**src/rtl/rls_pkg.sv**
```systemverilog
// Package for the reversible LIFO stack: defaults, operation and status codes, cell control.
`default_nettype none

package rls_pkg;

    localparam int DEPTH_DEF      = 16;
    localparam int DATA_WIDTH_DEF = 32;

    localparam int FUNC_W   = 3;
    localparam int STATUS_W = 2;

    // operation codes
    localparam logic [FUNC_W-1:0] OP_PUSH    = 3'd0;
    localparam logic [FUNC_W-1:0] OP_POP     = 3'd1;
    localparam logic [FUNC_W-1:0] OP_PEEK    = 3'd2;
    localparam logic [FUNC_W-1:0] OP_BOTTOM  = 3'd3;
    localparam logic [FUNC_W-1:0] OP_REVERSE = 3'd4;
    localparam logic [FUNC_W-1:0] OP_CLEAR   = 3'd5;

    // status codes
    localparam logic [STATUS_W-1:0] ST_OK    = 2'd0;
    localparam logic [STATUS_W-1:0] ST_EMPTY = 2'd1;
    localparam logic [STATUS_W-1:0] ST_FULL  = 2'd2;

    // broadcast to every cell of the chain
    typedef struct packed {
        logic shift_r;  // take the word of the lower-index neighbour
        logic shift_l;  // take the word of the higher-index neighbour
        logic wr;       // write wr_data if this cell matches wr_pos
    } cell_ctl_t;

endpackage

`default_nettype wire

```
**src/rtl/rls_cell.sv**
```systemverilog
// One storage cell of the stack chain: holds one word, shifts either way or loads locally.
`default_nettype none

module rls_cell
    import rls_pkg::*;
#(
    parameter int DATA_WIDTH = DATA_WIDTH_DEF,
    parameter int IDX_W      = 4,
    parameter int IDX        = 0
)
(
    input  wire logic                  clk,
    input  wire cell_ctl_t             ctl,
    input  wire logic [IDX_W-1:0]      wr_pos,
    input  wire logic [DATA_WIDTH-1:0] left_in,
    input  wire logic [DATA_WIDTH-1:0] right_in,
    input  wire logic [DATA_WIDTH-1:0] wr_data,
    output logic      [DATA_WIDTH-1:0] q
);

    logic [DATA_WIDTH-1:0] word_reg;
    logic [DATA_WIDTH-1:0] word_next;

    always_comb
    begin
        word_next = word_reg;
        if (ctl.shift_r)
        begin
            word_next = left_in;
        end
        else if (ctl.shift_l)
        begin
            word_next = right_in;
        end
        else if (ctl.wr && (wr_pos == IDX_W'(IDX)))
        begin
            word_next = wr_data;
        end
    end

    // payload only, no reset
    always_ff @(posedge clk)
    begin
        word_reg <= word_next;
    end

    assign q = word_reg;

endmodule

`default_nettype wire

```
**src/rtl/reversible_lifo_stack.sv**
```systemverilog
// Top level of the reversible LIFO stack: control, fill count and the chain of cells.
`default_nettype none

// Reversible LIFO stack of DEPTH signed words.
//
// Request side: func and data_in are taken at a rising edge with start high
// and busy low. Operations: push, pop, peek, insert at bottom, reverse, clear.
// Result side: done is high for exactly one cycle, the cycle after the
// request was taken, with data_out (popped or peeked word, else zero),
// status (ok, empty, full) and occupancy (count after the request).
// The receiver cannot stall; a result must be taken in its done cycle.
//
// Storage is a row of DEPTH cells, each handing its word to a neighbour.
// Normal order: contents sit at cells 0..n-1, top in cell 0. Reversed order:
// contents sit at the far end, top in cell DEPTH-1. Push and pop shift the
// whole row one cell; bottom insert loads the one cell next to the bottom.
// Throughput: one item per cycle for every operation but reverse.
// Reverse flips the order flag and then slides the contents to the other
// end, one cell per cycle, with busy high while it slides (no slide when
// empty or full). The result of a reverse still comes in the cycle after
// it is taken.
// Reset: stack empty, normal order, no result pending. Stored words are not
// cleared; empty cells are never read.

module reversible_lifo_stack
    import rls_pkg::*;
#(
    parameter int DEPTH      = DEPTH_DEF,
    parameter int DATA_WIDTH = DATA_WIDTH_DEF
)
(
    input  wire logic                         clk,
    input  wire logic                         rst_n,
    input  wire logic                         start,
    output logic                              busy,
    input  wire logic [FUNC_W-1:0]            func,
    input  wire logic signed [DATA_WIDTH-1:0] data_in,
    output logic                              done,
    output logic signed [DATA_WIDTH-1:0]      data_out,
    output logic [STATUS_W-1:0]               status,
    output logic [$clog2(DEPTH+1)-1:0]        occupancy
);

    localparam int IDX_W = $clog2(DEPTH);
    localparam int CNT_W = $clog2(DEPTH + 1);

    // control state
    logic [CNT_W-1:0]      count_reg,   count_next;
    logic                  rev_reg,     rev_next;
    logic [CNT_W-1:0]      slide_reg,   slide_next;   // realignment shifts left
    logic                  done_reg,    done_next;
    logic [DATA_WIDTH-1:0] dout_reg,    dout_next;
    logic [STATUS_W-1:0]   status_reg,  status_next;

    cell_ctl_t             ctl;
    logic [IDX_W-1:0]      wr_pos;
    logic [CNT_W-1:0]      bottom_pos;
    logic [DATA_WIDTH-1:0] cell_q [DEPTH];
    logic [DATA_WIDTH-1:0] top_word;
    logic                  accept;
    logic                  full;
    logic                  empty;

    assign busy   = (slide_reg != '0);
    assign accept = start && !busy;
    assign full   = (count_reg == CNT_W'(DEPTH));
    assign empty  = (count_reg == '0);

    // top sits at one end of the row or the other
    assign top_word = rev_reg ? cell_q[DEPTH-1] : cell_q[0];

    // slot just past the bottom; only used when not full
    assign bottom_pos = rev_reg ? (CNT_W'(DEPTH - 1) - count_reg) : count_reg;
    assign wr_pos     = bottom_pos[IDX_W-1:0];

    always_comb
    begin
        count_next  = count_reg;
        rev_next    = rev_reg;
        slide_next  = slide_reg;
        done_next   = 1'b0;
        dout_next   = '0;
        status_next = ST_OK;
        ctl         = '0;

        if (busy)
        begin
            // slide contents towards the end that now holds the top
            ctl.shift_r = rev_reg;
            ctl.shift_l = !rev_reg;
            slide_next  = slide_reg - CNT_W'(1);
        end
        else if (start)
        begin
            done_next = 1'b1;
            unique case (func) inside
                OP_PUSH:
                begin
                    if (full)
                    begin
                        status_next = ST_FULL;
                    end
                    else
                    begin
                        ctl.shift_r = !rev_reg;
                        ctl.shift_l = rev_reg;
                        count_next  = count_reg + CNT_W'(1);
                    end
                end
                OP_POP, OP_PEEK:
                begin
                    if (empty)
                    begin
                        status_next = ST_EMPTY;
                    end
                    else
                    begin
                        dout_next = top_word;
                        if (func == OP_POP)
                        begin
                            ctl.shift_r = rev_reg;
                            ctl.shift_l = !rev_reg;
                            count_next  = count_reg - CNT_W'(1);
                        end
                    end
                end
                OP_BOTTOM:
                begin
                    if (full)
                    begin
                        status_next = ST_FULL;
                    end
                    else
                    begin
                        ctl.wr     = 1'b1;
                        count_next = count_reg + CNT_W'(1);
                    end
                end
                OP_REVERSE:
                begin
                    rev_next   = !rev_reg;
                    slide_next = empty ? '0 : (CNT_W'(DEPTH) - count_reg);
                end
                OP_CLEAR:
                begin
                    count_next = '0;
                    rev_next   = 1'b0;
                    slide_next = '0;
                end
                default:
                begin
                    // unused codes: no operation
                end
            endcase
        end
    end

    always_ff @(posedge clk or negedge rst_n)
    begin
        if (!rst_n)
        begin
            count_reg <= '0;
            rev_reg   <= 1'b0;
            slide_reg <= '0;
            done_reg  <= 1'b0;
        end
        else
        begin
            count_reg <= count_next;
            rev_reg   <= rev_next;
            slide_reg <= slide_next;
            done_reg  <= done_next;
        end
    end

    always_ff @(posedge clk)
    begin
        if (accept)
        begin
            dout_reg   <= dout_next;
            status_reg <= status_next;
        end
    end

    // the row of cells; the end cells take data_in from outside
    for (genvar i = 0; i < DEPTH; i++)
    begin : g_cell
        logic [DATA_WIDTH-1:0] left_in;
        logic [DATA_WIDTH-1:0] right_in;

        if (i == 0)
        begin : g_first
            assign left_in = data_in;
        end
        else
        begin : g_mid_l
            assign left_in = cell_q[i-1];
        end

        if (i == DEPTH - 1)
        begin : g_last
            assign right_in = data_in;
        end
        else
        begin : g_mid_r
            assign right_in = cell_q[i+1];
        end

        rls_cell #(
            .DATA_WIDTH (DATA_WIDTH),
            .IDX_W      (IDX_W),
            .IDX        (i)
        ) u_cell (
            .clk      (clk),
            .ctl      (ctl),
            .wr_pos   (wr_pos),
            .left_in  (left_in),
            .right_in (right_in),
            .wr_data  (data_in),
            .q        (cell_q[i])
        );
    end

    assign done      = done_reg;
    assign data_out  = dout_reg;
    assign status    = status_reg;
    assign occupancy = count_reg;

endmodule

`default_nettype wire

```
**config.mk**
```make
export PLATFORM = sky130hd
export DESIGN_NAME = reversible_lifo_stack
export DESIGN_NICKNAME = d
export VERILOG_FILES = /design/src/rtl/rls_pkg.sv /design/src/rtl/rls_cell.sv /design/src/rtl/reversible_lifo_stack.sv
export SDC_FILE = /design/constraint.sdc
export NUM_CORES = 1
export LEC_CHECK = 0
export BUFFER_PORTS_ARGS = -buffer_cell sky130_fd_sc_hd__buf_2
export CORE_MARGIN = 5
export CORE_UTILIZATION = 50
export CTS_BUF_LIST = sky130_fd_sc_hd__clkbuf_8
export CTS_CLUSTER_SIZE = 14
export DETAILED_ROUTE_END_ITERATION = 8
export HOLD_SLACK_MARGIN = 0.1
export PLACE_DENSITY = 0.69
export RECOVER_POWER = 100
export SYNTH_ARGS = -nofsm -noshare
export SYNTH_HDL_FRONTEND = slang
export SYNTH_SLANG_ARGS = --single-unit
```
**constraint.sdc**
```tcl
create_clock -name clk -period 5.8 [get_ports clk]
set_clock_uncertainty 0.2 [all_clocks]
set_input_delay 0 -clock clk [delete_from_list [all_inputs] [get_ports clk]]
set_output_delay 0 -clock clk [all_outputs]
set_load 0.01 [all_outputs]
```
==> results of run 1 <==
-- final cells by class --
class	instances	area share
sequential	558	0.504
multi-input combinational	1694	0.368
timing repair buffer	215	0.0494
clock buffer	94	0.0390
tap	782	0.0295
clock inverter	69	0.00887
inverter	9	0.00125
antenna	2	0.000151
-- synth_stat cells, drive strengths merged (2+ instances only) --
master	instances	area [um^2]
nor2	80	300
nand2	12	45.0
mux2	64	721
buf	148	898
o221ai	640	5610
nor3	7	35.0
inv	9	33.8
nand3	4	20.0
a31oi	4	40.0
xor2	5	43.8
xnor2	3	26.3
ha	5	62.6
nor4	2	12.5
o31ai	3	22.5
o22ai	385	2410
and3	2	12.5
nor4b	3	41.3
nor3b	5	37.5
mux2i	32	320
or4	2	15.0
edfxtp	546	16400
a21o	3	22.5
a221oi	3	26.3
o21ai	87	439
dfrtp	12	300
nand2b	2	12.5
a21oi	329	1650
clkbuf	163	612
-- routing by layer --
| metal | track usage | up-vias | wire length (um) |
|---|---|---|---|
| met5 | 0 | - | 0 |
| met4 | 0.0949 | 0 | 2840 |
| met3 | 0.0405 | 200 | 7960 |
| met2 | 0.405 | 1481 | 42200 |
| met1 | 0.353 | 12732 | 35600 |
| li1 | - | 11386 | - |
-- where the power goes --
group | internal, mW | leakage, nW | switching, mW
clock network | 1.50 | 0.933 | 1.63
logic | 3.53 | 3.59 | 4.37
registers | 7.52 | 6.05 | 2.02
total | 12.6 | 10.6 | 8.02
-- timing repair --
action | in CTS | in global routing
setup buffers | 0 | 0
endpoints found under the hold margin | 596 | 0
hold buffers | 73 | 0
-- path summary, 6_finish.rpt --
check | start | end | slack (ns) | cells after the start
min in group asynchronous | rst_n | occupancy[4] | 0.19 | 3
worst max register to register | occupancy[0] | g_cell[5].u_cell.q[10] | 0.92 | 7
worst min register to register | slide_reg[0] | slide_reg[0] | 0.30 | 1
worst max-delay path | occupancy[0] | g_cell[5].u_cell.q[10] | 0.92 | 7
max in group asynchronous | rst_n | rev_reg | 4.78 | 3
worst min-delay path | data_in[17] | g_cell[15].u_cell.q[17] | 0.17 | 3
-- logic make-up after synthesis --
logic type,Yosys count,share of synthesized area
buffers and inverters,320,0.0510
and+or+nand+nor,125,0.0192
AOI/OAI and AO/OA,1458,0.338
muxes,96,0.0344
xor gates and xnor gates,8,0.00232
adders and majority gates,7,0.00306
DFF,558,0.552
-- critical path: stages, from the launching register on --
cell      delay, ns
dfrtp_1        0.49
inv_1          0.17
ha_1           0.25
nor4bb_1       0.89
or4_4          0.75
clkbuf_2       1.27
o221ai_1       0.36
a21oi_1        0.26
-- stage by stage --
stage               hold slack, ns  total power, mW  instance area, um^2  setup slack, ns
finish                       0.167             20.6                33100            0.924
global route                 0.129             21.7                33100            0.627
CTS                          0.101             20.5                33300             1.64
detailed placement          -0.302             17.3                31000             1.65
global placement            -0.310             16.7                31000             1.66
floorplan                   -0.496             15.0                30300            0.936
-- cells in the final DEF, fill, tap and decap left out, drive strengths merged, types with 4 or more instances in the layout --
| cell | instances |
|---|---|
| nor3b | 5 |
| a21oi | 329 |
| nand3 | 4 |
| xor2 | 5 |
| nor2 | 80 |
| nor3 | 7 |
| o221ai | 640 |
| clkbuf | 163 |
| clkinvlp | 5 |
| buf | 73 |
| mux2 | 64 |
| edfxtp | 546 |
| ha | 5 |
| inv | 45 |
| o21ai | 87 |
| a31oi | 4 |
| mux2i | 32 |
| clkinv | 28 |
| dlygate4sd3 | 73 |
| nand2 | 12 |
| o22ai | 385 |
| dfrtp | 12 |
==> out/metrics.csv, run 1 <==
metric,value,unit
largest_reg_flops,512,
vias,25799,
critPathKind,register to register,
ctsResizeCount,0,
post_drt_wl_per_cell,25.9,um
fin_crit,4.88,ns
die_area,65600,um^2
port_buffers,78,
die_h,256,um
required,6.11,ns
synth_edf_count,546,
grt_first_pass_wirelength,137000,um
hp-class,input pin to register,
antenna_found_initial,1,
syn_area_per_cell,11.8,um^2
gp_congestion,0.800,
die_w,256,um
slew-limit-headroom,-0.486,
coreArea,60100,um^2
gr-usage-all-layers,0.254,
async_reset_ff_frac,0.0215,
dp.cells,3185,
cts_tree,yes,
drtAntennaViolNets,0,
synth_seq_cells,558,
seqCellArea,16700,um^2
grt_pass1_vias,23627,
grt_overflow,0,
outcome,finished with violations,
htree_levels,3,
yosysWarnings,0,
maxSlewViolCount,489,
final_core_util,0.551,
start_util,0.503,
finalNonFillerCells,3423,
drive_gt1_frac,0.107,
maxCapViolCount,15,
multi_input_area,12200,um^2
cp_max_fo,82,
yosysUniqueCellTypes,47,
fmax,205,MHz
nNetsFinal,2614,
fin_crit_sh,0.841,
synthCells,2572,
first_iter_violations,3267,
vias_per_cell,7.54,
drc_errors,0,
netlist_area,30300,um^2
p_per_area,621,nW/um^2
clockBufferDepth,3,
worst_pin_slew,2.21,ns
ir_drop,361,uV
synth-main-ff-cell,edfxtp_1,
wirelength,88700,um
core.rowCount,90,
first_pass_iters,8,
cts_num_sinks,558,
setup_viol,0,
seq_area_frac_synth,0.552,
cp-start-kind,register,
finalHoldViolations,0,
area_growth,9.51,%
clockRootBuffer,clkbuf_8,
grt_max_degree,225,
dp.final_hpwl,47600,um
nFillCells,4987,
cp-end-kind,register,
violations,"max-capacitance violations, max-slew violations",
p_leak,10.6,nW
syn_nets,2616,
arrival,5.18,ns
clock_latency,0.67,ns
timing.setup.tns,0,ns
path_clk_slew,0.06,ns
io_pins,79,
grt_setup_unrepaired,false,
cts_buffers,92,
No activity file was read; power rests on OpenSTA's default activity.
==> run 2, diff against run 1 <==
PLACE_DENSITY = 0.72   (was 0.69)
clock period = 4.46 ns   (was 5.8 ns; I/O delays follow)
==> run 2 against run 1 <==
Effect of this change:
- the flow finishes with violations (design-rule violations)
- maximum frequency rose by 19%
- clock-buffer cell count rose by 3
- die area did not move
- sequential share of layout area barely moved
- worst setup slack got worse by 0.57 ns
- total power rose by 30%
- critical endpoint is now g_cell[7].u_cell.q[7]
- largest cell class unchanged
==> out/metrics.csv, run 2 (synthesized netlist as in run 1, its figures left out) <==
metric,value,unit,change
layout_common_cells,"640 x o221ai_1, 546 x edfxtp_1, 384 x o22ai_1",,unchanged
ir_drop,645,uV,was 361 uV
p_leak,10.6,nW,about the same
maxSlewViolCount,0,,was 489
cp_max_fo,23,,was 82
arrival,4.07,ns,was 5.18 ns
grt_setup_unrepaired,false,,unchanged
fin_crit,4.11,ns,was 4.88 ns
die_area,65600,um^2,unchanged
first_pass_iters,9,,was 8
fmax,243,MHz,was 205 MHz
placed_area,31200,um^2,was 31000 um^2
cts_tree,yes,,unchanged
timing.setup.tns,0,ns,unchanged
fin_crit_sh,0.921,,was 0.841
cp-end-kind,register,,unchanged
cts_num_sinks,558,,unchanged
area_growth,9.42,%,was 9.51%
drive_gt1_frac,0.106,,was 0.107
grt_overflow,0,,unchanged
largest_reg_flops,512,,unchanged
required,4.42,ns,was 6.11 ns
violations,design-rule violations,,"was max-capacitance violations, max-slew violations"
ctsResizeCount,0,,unchanged
die_w,256,um,unchanged
vias_per_cell,7.55,,was 7.54
outcome,finished with violations,,unchanged
gp_congestion,0.845,,was 0.800
grt_first_pass_wirelength,136000,um,was 137000 um
drtAntennaViolNets,0,,unchanged
cts_buffers,90,,was 92
coreArea,60100,um^2,unchanged
critPathKind,register to register,,unchanged
die_h,256,um,unchanged
p_per_area,807,nW/um^2,was 621 nW/um^2
start_util,0.503,,unchanged
htree_levels,3,,unchanged
worst_pin_slew,1.23,ns,was 2.21 ns
dp.final_hpwl,49500,um,was 47600 um
antenna_found_initial,0,,was 1
slew-limit-headroom,0.178,,was -0.486
drc_errors,10,,was 0
stdcell_area,33100,um^2,about the same
clockRootBuffer,clkbuf_8,,unchanged
post_drt_wl_per_cell,25.8,um,was 25.9 um
grt_max_degree,232,,was 225
hp-class,input pin to register,,unchanged
core.rowCount,90,,unchanged
maxCapViolCount,0,,was 15
first_iter_violations,3438,,was 3267
clockBufferDepth,3,,unchanged
wirelength,88200,um,was 88700 um
io_pins,79,,unchanged
clock_latency,0.70,ns,was 0.67 ns
setup_viol,0,,unchanged
nNetsFinal,2614,,unchanged
layout_commonest_cell,o221ai_1,,unchanged
vias,25802,,was 25799
gr-usage-all-layers,0.251,,was 0.254
finalHoldViolations,0,,unchanged
port_buffers,78,,unchanged
path_clk_slew,0.06,ns,about the same
cp-start-kind,register,,unchanged
grt_pass1_vias,23988,,was 23627
==> run 2: where the power goes <==
group	switching [mW]	leakage, nW	internal, mW
Sequential	2.72	6.05	9.77
Combinational	5.58	3.60	4.55
Clock	2.07	0.972	2.05
==> run 2: cell type report <==
cell class	count	area, um^2
Clock inverter	60	284
Multi-Input combinational cell	1694	12100
Antenna cell	1	2.50
Inverter	9	41.3
Timing Repair Buffer	217	1690
Tap cell	782	978
Fill cell	4949	27000
Clock buffer	97	1340
Sequential cell	558	16700
==> run 2: path summary, 6_finish.rpt <==
check | from | end | slack (ns) | cells past startpoint
worst max-delay path | occupancy[0] | g_cell[7].u_cell.q[7] | 0.35 | 8
worst min-delay path | data_in[30] | g_cell[15].u_cell.q[30] | 0.15 | 3
worst max register to register | occupancy[0] | g_cell[7].u_cell.q[7] | 0.35 | 8
worst min register to register | slide_reg[0] | slide_reg[0] | 0.30 | 1
max in group asynchronous | rst_n | rev_reg | 3.37 | 3
min in group asynchronous | rst_n | done | 0.23 | 3
==> run 2: per-layer routing <==
metal  GRT usage  vias to the layer above  share of wire
met1       0.354                    12660           0.40
met2       0.392                     1560           0.47
met4       0.102                        0          0.034
met3      0.0410                      193          0.099
met5           0                        -              0
li1            -                    11389              -
==> run 2: stage by stage <==
step                hold slack, ns  power (mW)   util  worst slack, ns  cells
floorplan                   -0.496        19.4      -           -0.404   2572
global placement            -0.306        21.6  0.518            0.843   3193
detailed placement          -0.298        22.4  0.518            0.733   3193
CTS                          0.107        26.6  0.556            0.676   3417
global route                 0.126        28.2  0.551            0.207   3417
finish                       0.147        26.7  0.551            0.351   3418
==> run 2: critical path, stage by stage, from the launching register on <==
cell	delay, ns
dfrtp_1	0.49
inv_1	0.17
ha_1	0.26
nor4bb_1	1.03
nor4_1	0.22
o21ai_0	0.15
clkbuf_1	0.19
o21ai_0	0.13
clkbuf_2	0.72
==> run 2: repair_timing <==
item	CTS	global route
hold buffers	67	0
setup buffers	0	0
hold endpoints to repair	606	0
